<file path="src/design/cbrt_pkg.sv">
// ----------------------------------------------------------------------------
// cbrt_pkg: shared types and constants of the Bezier ribbon tessellator
// Datapath commands, controller states, status bundle and register indexes.
// ----------------------------------------------------------------------------
package cbrt_pkg;

  localparam int SegmentsDef = 40;
  localparam int IdxW        = 6;
  localparam int CfgIdxW     = 8;
  localparam int CfgDataW    = 16;
  localparam int InDataW     = 240;
  localparam int OutDataW    = 136;

  localparam logic signed [15:0] ClipLeftRst   = 16'sd0;
  localparam logic signed [15:0] ClipRightRst  = 16'sd8192;
  localparam logic signed [15:0] ClipTopRst    = 16'sd0;
  localparam logic signed [15:0] ClipBottomRst = 16'sd8192;

  localparam logic [CfgIdxW-1:0] CfgClipLeft   = 8'd0;
  localparam logic [CfgIdxW-1:0] CfgClipRight  = 8'd1;
  localparam logic [CfgIdxW-1:0] CfgClipTop    = 8'd2;
  localparam logic [CfgIdxW-1:0] CfgClipBottom = 8'd3;

  typedef enum logic [4:0] {
    OP_NONE, OP_LOAD, OP_UU, OP_TT, OP_W0, OP_W1, OP_W2, OP_W3, OP_ACC, OP_PNT,
    OP_DIFF, OP_SQX, OP_SQY, OP_NORM, OP_SQI, OP_SQS, OP_DVI, OP_DVS, OP_DVE,
    OP_HX, OP_HY, OP_EMIT
  } dp_op_e;

  typedef enum logic [1:0] {TS_FWD, TS_CEN, TS_BWD} tsel_e;

  typedef enum logic [4:0] {
    S_IDLE, S_UU, S_TT, S_W0, S_W1, S_W2, S_W3, S_ACC, S_PNT, S_DIFF, S_SQX,
    S_SQY, S_NORM, S_SQI, S_SQS, S_DVI, S_DVS, S_DVE, S_HX, S_HY, S_EMIT
  } ctl_state_e;

  typedef struct packed {
    dp_op_e          op;
    tsel_e           tsel;
    logic [1:0]      k;
    logic            sel_y;
    logic [IdxW-1:0] idx;
    logic            last;
  } cmd_t;

  typedef struct packed {
    logic clip_empty;
    logic n2_zero;
    logic norm_done;
    logic sq_last;
    logic div_last;
    logic out_free;
  } sts_t;

endpackage

</file>
<file path="src/design/cbrt_ctrl.sv">
// ----------------------------------------------------------------------------
// cbrt_ctrl: tessellator sequencer
// Steps the datapath through evaluation, normalization and output per point.
// ----------------------------------------------------------------------------
module cbrt_ctrl #(
  parameter int SEGMENTS = cbrt_pkg::SegmentsDef
) (
  input  logic           clk_i,
  input  logic           rst_ni,
  input  logic           s_tvalid_i,
  output logic           s_tready_o,
  input  cbrt_pkg::sts_t sts_i,
  output cbrt_pkg::cmd_t cmd_o
);

  cbrt_pkg::ctl_state_e state_q, state_d;
  logic [cbrt_pkg::IdxW-1:0] i_q, i_d;
  logic [2:0] cnt_q, cnt_d;
  logic       first_q, first_d;
  logic       sely_q, sely_d;
  logic       acc;
  logic       last_pt;

  assign s_tready_o = (state_q == cbrt_pkg::S_IDLE);
  assign acc        = s_tvalid_i && s_tready_o;
  assign last_pt    = (i_q == cbrt_pkg::IdxW'(SEGMENTS));

  always_comb begin
    state_d = state_q;
    unique case (state_q)
      cbrt_pkg::S_IDLE: if (acc && !sts_i.clip_empty) state_d = cbrt_pkg::S_UU;
      cbrt_pkg::S_UU:   state_d = cbrt_pkg::S_TT;
      cbrt_pkg::S_TT:   state_d = cbrt_pkg::S_W0;
      cbrt_pkg::S_W0:   state_d = cbrt_pkg::S_W1;
      cbrt_pkg::S_W1:   state_d = cbrt_pkg::S_W2;
      cbrt_pkg::S_W2:   state_d = cbrt_pkg::S_W3;
      cbrt_pkg::S_W3:   state_d = cbrt_pkg::S_ACC;
      cbrt_pkg::S_ACC:  if (cnt_q == 3'd7) state_d = cbrt_pkg::S_PNT;
      cbrt_pkg::S_PNT:  state_d = first_q ? cbrt_pkg::S_UU : cbrt_pkg::S_DIFF;
      cbrt_pkg::S_DIFF: state_d = cbrt_pkg::S_SQX;
      cbrt_pkg::S_SQX:  state_d = cbrt_pkg::S_SQY;
      cbrt_pkg::S_SQY:  state_d = cbrt_pkg::S_NORM;
      cbrt_pkg::S_NORM: begin
        if (sts_i.n2_zero) state_d = cbrt_pkg::S_HX;
        else if (sts_i.norm_done) state_d = cbrt_pkg::S_SQI;
      end
      cbrt_pkg::S_SQI:  state_d = cbrt_pkg::S_SQS;
      cbrt_pkg::S_SQS:  if (sts_i.sq_last) state_d = cbrt_pkg::S_DVI;
      cbrt_pkg::S_DVI:  state_d = cbrt_pkg::S_DVS;
      cbrt_pkg::S_DVS:  if (sts_i.div_last) state_d = cbrt_pkg::S_DVE;
      cbrt_pkg::S_DVE:  state_d = sely_q ? cbrt_pkg::S_HX : cbrt_pkg::S_DVI;
      cbrt_pkg::S_HX:   state_d = cbrt_pkg::S_HY;
      cbrt_pkg::S_HY:   state_d = cbrt_pkg::S_EMIT;
      cbrt_pkg::S_EMIT: begin
        if (sts_i.out_free) begin
          if (last_pt) state_d = cbrt_pkg::S_IDLE;
          else if (i_q + 6'd1 == cbrt_pkg::IdxW'(SEGMENTS)) state_d = cbrt_pkg::S_DIFF;
          else state_d = cbrt_pkg::S_UU;
        end
      end
      default: state_d = cbrt_pkg::S_IDLE;
    endcase
  end

  always_comb begin
    cmd_o       = '0;
    cmd_o.op    = cbrt_pkg::OP_NONE;
    cmd_o.tsel  = (i_q == '0) ? cbrt_pkg::TS_FWD :
                  (last_pt ? cbrt_pkg::TS_BWD : cbrt_pkg::TS_CEN);
    cmd_o.idx   = i_q;
    cmd_o.last  = last_pt;
    cmd_o.sel_y = sely_q;
    cmd_o.k     = cnt_q[2:1];
    i_d         = i_q;
    cnt_d       = '0;
    first_d     = first_q;
    sely_d      = sely_q;
    unique case (state_q)
      cbrt_pkg::S_IDLE: begin
        if (acc) begin
          cmd_o.op = cbrt_pkg::OP_LOAD;
          i_d      = '0;
          first_d  = 1'b1;
          sely_d   = 1'b0;
        end
      end
      cbrt_pkg::S_UU:   cmd_o.op = cbrt_pkg::OP_UU;
      cbrt_pkg::S_TT:   cmd_o.op = cbrt_pkg::OP_TT;
      cbrt_pkg::S_W0:   cmd_o.op = cbrt_pkg::OP_W0;
      cbrt_pkg::S_W1:   cmd_o.op = cbrt_pkg::OP_W1;
      cbrt_pkg::S_W2:   cmd_o.op = cbrt_pkg::OP_W2;
      cbrt_pkg::S_W3:   cmd_o.op = cbrt_pkg::OP_W3;
      cbrt_pkg::S_ACC: begin
        // x and y products interleave over the four control points
        cmd_o.op    = cbrt_pkg::OP_ACC;
        cmd_o.sel_y = cnt_q[0];
        cnt_d       = cnt_q + 3'd1;
      end
      cbrt_pkg::S_PNT: begin
        cmd_o.op = cbrt_pkg::OP_PNT;
        first_d  = 1'b0;
      end
      cbrt_pkg::S_DIFF: cmd_o.op = cbrt_pkg::OP_DIFF;
      cbrt_pkg::S_SQX:  cmd_o.op = cbrt_pkg::OP_SQX;
      cbrt_pkg::S_SQY:  cmd_o.op = cbrt_pkg::OP_SQY;
      cbrt_pkg::S_NORM: cmd_o.op = cbrt_pkg::OP_NORM;
      cbrt_pkg::S_SQI:  cmd_o.op = cbrt_pkg::OP_SQI;
      cbrt_pkg::S_SQS:  cmd_o.op = cbrt_pkg::OP_SQS;
      cbrt_pkg::S_DVI:  cmd_o.op = cbrt_pkg::OP_DVI;
      cbrt_pkg::S_DVS:  cmd_o.op = cbrt_pkg::OP_DVS;
      cbrt_pkg::S_DVE: begin
        cmd_o.op = cbrt_pkg::OP_DVE;
        sely_d   = !sely_q;
      end
      cbrt_pkg::S_HX:   cmd_o.op = cbrt_pkg::OP_HX;
      cbrt_pkg::S_HY:   cmd_o.op = cbrt_pkg::OP_HY;
      cbrt_pkg::S_EMIT: begin
        cmd_o.op = cbrt_pkg::OP_EMIT;
        if (sts_i.out_free && !last_pt) i_d = i_q + 6'd1;
      end
      default: ;
    endcase
  end

  always_ff @(posedge clk_i or negedge rst_ni) begin
    if (!rst_ni) begin
      state_q <= cbrt_pkg::S_IDLE;
      i_q     <= '0;
      cnt_q   <= '0;
      first_q <= 1'b0;
      sely_q  <= 1'b0;
    end else begin
      state_q <= state_d;
      i_q     <= i_d;
      cnt_q   <= cnt_d;
      first_q <= first_d;
      sely_q  <= sely_d;
    end
  end

  a_empty_clip: assert property (@(posedge clk_i) disable iff (!rst_ni)
    (acc && sts_i.clip_empty) |=> (state_q == cbrt_pkg::S_IDLE))
    else $error("empty clip started a curve");

  a_last_done: assert property (@(posedge clk_i) disable iff (!rst_ni)
    (state_q == cbrt_pkg::S_EMIT && sts_i.out_free && last_pt) |=>
    (state_q == cbrt_pkg::S_IDLE))
    else $error("no return to idle after last point");

  a_idx_range: assert property (@(posedge clk_i) disable iff (!rst_ni)
    (state_q != cbrt_pkg::S_IDLE) |-> (i_q <= cbrt_pkg::IdxW'(SEGMENTS)))
    else $error("point index overran");

endmodule

</file>
<file path="config.mk">
export PLATFORM = sky130hd
export DESIGN_NAME = cbrt_ctrl
export DESIGN_NICKNAME = d
export VERILOG_FILES = /design/src/design/cbrt_pkg.sv /design/src/design/cbrt_ctrl.sv
export SDC_FILE = /design/constraint.sdc
export NUM_CORES = 1
export LEC_CHECK = 0
export ABC_CLOCK_PERIOD_IN_PS = 2000
export BUFFER_PORTS_ARGS = -buffer_cell sky130_fd_sc_hd__buf_2
export CORE_MARGIN = 3
export CORE_UTILIZATION = 40
export DETAILED_ROUTE_END_ITERATION = 8
export GPL_TIMING_DRIVEN = 1
export PLACE_DENSITY = 0.63
export SLEW_MARGIN = 20
export SYNTH_ARGS = -nofsm -noshare
export SYNTH_HDL_FRONTEND = slang
export SYNTH_SLANG_ARGS = --single-unit
export TNS_END_PERCENT = 1
</file>
<file path="constraint.sdc">
create_clock -name clk_i -period 2 [get_ports clk_i]
set_input_delay 0.2 -clock clk_i [delete_from_list [all_inputs] [get_ports clk_i]]
set_output_delay 0.2 -clock clk_i [all_outputs]
set_load 0.005 [all_outputs]
</file>
* Word level (Yosys, flattened, before mapping)
Cells that the tools add are included.
** Cells by class
- Add/sub/neg operators :: 2
- Equal/unequal tests :: 31
- Multiplexer cells :: 25
- Reduce and logical (&&, ||, !) cells :: 15
** Operators by type and width (number)
- 5-bit case mux with 21 select lines :: 2
- 5-bit by 4-bit == test with 1-bit output (second input constant) :: 8
- 5-bit 2-to-1 mux :: 8
- 5-bit == test (second input constant) :: 5
- 5-bit by 3-bit == test with 1-bit output (second input constant) :: 4
- 6-bit == test (second input constant) :: 2
- 4-bit 2-to-1 mux :: 3
- 6-bit 2-to-1 mux :: 2
- 6-bit case mux with 2 select lines :: 1
- 5-bit by 2-bit == test with 1-bit output (second input constant) :: 2
- 2-bit != test (second input constant) :: 5
- 6-bit by 1-bit adder with 6-bit output (second input constant) :: 1
- 6-bit zero test :: 1
- 6-bit AND reduction :: 1
- 2-bit nonzero test :: 3
- 5-bit by 1-bit == test with 1-bit output (second input constant) :: 1
- 5-bit zero test :: 1
- 1-bit 2-to-1 mux :: 4
- 2-bit 2-to-1 mux :: 2
- 2-bit by 1-bit != test with 1-bit output (second input constant) :: 2
- 1-bit case mux with 2 select lines :: 2
- 2-bit AND reduction :: 2
- 3-bit by 1-bit adder with 3-bit output (second input constant) :: 1
- 3-bit == test (second input constant) :: 1
- 5 further kinds :: 9
** Storage, ports and cells
- Register bits :: 16
- Input bits :: 9
- Output and inout port bits :: 18
- Word-level logic and storage cells :: 78

* Longest topological paths before layout
- Word-level depth :: 6
- Depth in mapped cells :: 7
- Gate-level depth less buffers :: 7

* Worst setup path after synthesis
OpenSTA, ideal clock, no wires.
- Path kind :: reg-to-reg
- Start point :: register i_q[0] (netlist name)
- End point :: register i_q[2] (netlist name)
- Library setup time :: 0.083 ns
- Arrival :: 1.708 ns
- Data required time :: 1.917 ns
- Setup slack :: 0.209 ns
- Cell stages (with the launch flop) :: 8
- Buffers on the path :: 0
- Clock period less this slack :: 1.791 ns
- Path through :: dfrtp_1 > inv_1 > ha_1 > or3b_4 > o2111ai_4 > a21boi_2 > o21ai_1 > o21ai_0
** Between the ends
- Word-level cells in the longest chain between the ends :: 5
- Elaborated cells between the ends (all ways) :: 8
- Those cells by class :: 1 x add/sub; 2 x eq/ne; 2 x mux; 3 x reduce/logical
** RTL lines
- start, declared :: line cbrt_ctrl.sv:17 : logic [cbrt_pkg::IdxW-1:0] i_q, i_d;
- start signal, assigned :: line cbrt_ctrl.sv:134 : i_q <= i_d;
- branches (longest 5 deep; another with 6-bit by 1-bit adder with 6-bit output)
Several ways; the timed one is not identified. The select of a mux whose other input is x is not followed.
A chain may end at the register's enable or synchronous reset.

==> impl_metrics.toml <==
[outcome]
outcome = "finished clean"

[setup_path]
required_ns = 1.80
reg2reg_from = "i_q[0]"
crit_fanout = 7
endpoint_kind = "primary output"
crit_start = "state_q[3]"
startpoint_type = "flip-flop"
arrival_ns = 1.74
path_class = "reg2out"

[layout]
diodes = 0
fin_nets = 212
multi_input_comb_area_um2 = 813.3
stdcell_count = 239
regArea_um2 = 406.6
final_util_pct = 56.17
fillers = 292
areaGrowthSynthToFinish_pct = 26.53
layout-drive-gt1-share_pct = 35.03

[floorplan]
dieWidth_um = 62.74
floorplan.initialDensity_pct = 44.39
fp.coreArea_um2 = 2900
rows = 19
num_io_pins = 27
fp.dieH_um = 62.74
die-area_um2 = 3936

[flow_run]
maxCapViolCount = 0

[sta]
min_period_ns = 1.938
maxSlewHeadroom_pct = 74.14
period_share_pct = 96.92
slew_viol_final = 0
timing.final.hold_violations = 0
tightest_slew_ns = 0.3879
tns_ns = 0
setup_violations = 0
max_freq_mhz = 515.9
finClkSkew_ns = 0.01588

[clock_tree]
cts_tree = "built"
root_buffer = "clkbuf_4"
ctsHtreeMaxLevel = 1
clockBufferDepth = 2
insertion_delay_ns = 0.30
cts_made_buffers = 3
clk_pin_slew_ns = 0.11
cts_num_sinks = 16

[synthesis]
synth.cell_area_um2 = 1287
synth_cell_types = 48
synthTopCellsByCount = "dfrtp_1, nor2_1, nand2_1, a21oi_1, nand3_1"
post-synth-top-count-cell = "dfrtp_1"
synth_top_family_by_area = "simple AND/OR/NAND/NOR gates"
synth_top_cell_by_area = "dfrtp_1"
synthCells = 158
synth_top_cells_by_area = "dfrtp_1, ha_1, nor2_1"
synth_fa_ha_area_share_pct = 4.859
avgSynthCellArea_um2 = 8.149
synth_compound_area_share_pct = 22.16
synth_nets = 172
synthXorXnorAreaFrac_pct = 2.721
synthMuxAreaShare_pct = 3.304
synthSimpleGateAreaFrac_pct = 28.96
synthDominantCellAreaShare_pct = 31.10
ys_seq_elements = 16
async_flop_share_pct = 100.0
ys_seq_area_share_pct = 31.10
synth_ff_type = "dfrtp_1"
synth_edf_count = 0
yosysWarnings = 0

[global_route]
grt_start_max_net_pins = 17
grt_pass1_wl_um = 5720
grt_overflow = 0
grt_pass1_vias = 1261
antenna_found_initial = 0
grt_usage_pct = 17.65

[routing]
wl_per_cell_um = 14.98
via_count = 1313
drtIter0Drc = 112
routed_wl_um = 3580
drc = 0
via_per_inst = 5.494
firstDrtPassIters = 4
antenna_left = 0

[pwr]
power_density_nw_per_um2 = 1359
ir_worst_vdd_mv = 0.6499
power.leakage_nw = 0.7665

[hold_path]
hold_path_startpoint = "sts_i[4]"
hold_class = "in2reg"

[placement]
placed_cells = 227
dp_hpwl_um = 2533
gp_congestion = 0.9063
portBuffers = 26
[layer usage]
metal / routed length, um / GRT usage, %
met5: 0 / 0
met4: 0 / 2.204
met3: 180 / 4.317
met2: 1690 / 28.63
met1: 1709 / 24.34
[logic make-up (layout without fill, tap and decap cells)]
kind of cell / count (synthesis) / after routing
compound gates: 40 / 40
xor+xnor: 4 / 4
fa+ha+maj: 5 / 5
buf+inv: 19 / 58
flops: 16 / 16
mux: 4 / 4
simple gates: 70 / 70
[critical path, cell delays in order, from the launching register on]
cell      delay, ns
dfrtp_2        0.48
buf_4          0.18
or2_2          0.35
a211oi_2       0.28
buf_2          0.16
[through the flow]
stage / area (um^2) / setup slack (ns) / hold WS, ns / total power [mW]
floorplan: 1287 / 0.2086 / -0.09559 / 1.352
global placement: 1509 / 0.1613 / 0.1431 / 1.797
detailed placement: 1509 / 0.1085 / 0.1487 / 1.806
CTS: 1563 / -0.03583 / 0.1743 / 2.049
global route: 1629 / -0.008448 / 0.1953 / 2.392
finish: 1629 / 0.06158 / 0.1857 / 2.214
[path summary, 6_finish.rpt]
kind,cells after the start,slack [ns],to
max,4,0.06,cmd_o[13]
min,3,0.19,state_q[4]
max reg2reg,7,0.14,i_q[2]
min reg2reg,1,0.47,cnt_q[0]
max in group asynchronous,2,1.34,state_q[0]
min in group asynchronous,2,0.33,i_q[3]
[sequential cells by signal (all words and copies together) (netlist names)]
| register | cells |
|---|---|
| cnt_q | 3 |
| first_q | 1 |
| i_q | 6 |
| sely_q | 1 |
| state_q | 5 |
[report_power, final]
| group | internal [mW] | leakage [nW] | switching (mW) |
|---|---|---|---|
| Clock | 0.111 | 0.0210 | 0.113 |
| Combinational | 0.700 | 0.540 | 0.723 |
| Sequential | 0.419 | 0.205 | 0.147 |
[layout make-up]
class / count / share of cell area, %
Clock buffer: 4 / 2.227
Timing Repair Buffer: 48 / 18.28
Inverter: 6 / 1.382
Sequential cell: 16 / 24.96
Tap cell: 42 / 3.226
Multi-Input combinational cell: 123 / 49.92
[what timing repair did]
action,4_1_cts,5_1_grt
hold buffers,1,0
resized for setup,3,7
endpoints found under the hold margin,16,0
buffers inserted,0,7
setup endpoints to repair,3,4
[placed cells by master (no fill, tap or decap), drive strengths merged, types with 2 or more instances in the layout]
| master | instances |
|---|---|
| a211oi | 2 |
| a21boi | 3 |
| a21o | 2 |
| a21oi | 10 |
| and2 | 5 |
| buf | 47 |
| clkbuf | 4 |
| dfrtp | 16 |
| ha | 5 |
| inv | 5 |
| mux2 | 2 |
| mux2i | 2 |
| nand2 | 14 |
| nand2b | 4 |
| nand3 | 10 |
| nand3b | 3 |
| nor2 | 15 |
| nor3 | 6 |
| nor3b | 2 |
| o2111ai | 3 |
| o211ai | 3 |
| o21ai | 9 |
| or2 | 3 |
| xnor2 | 2 |
| xor2 | 2 |
(Power assumes the default switching activity.)
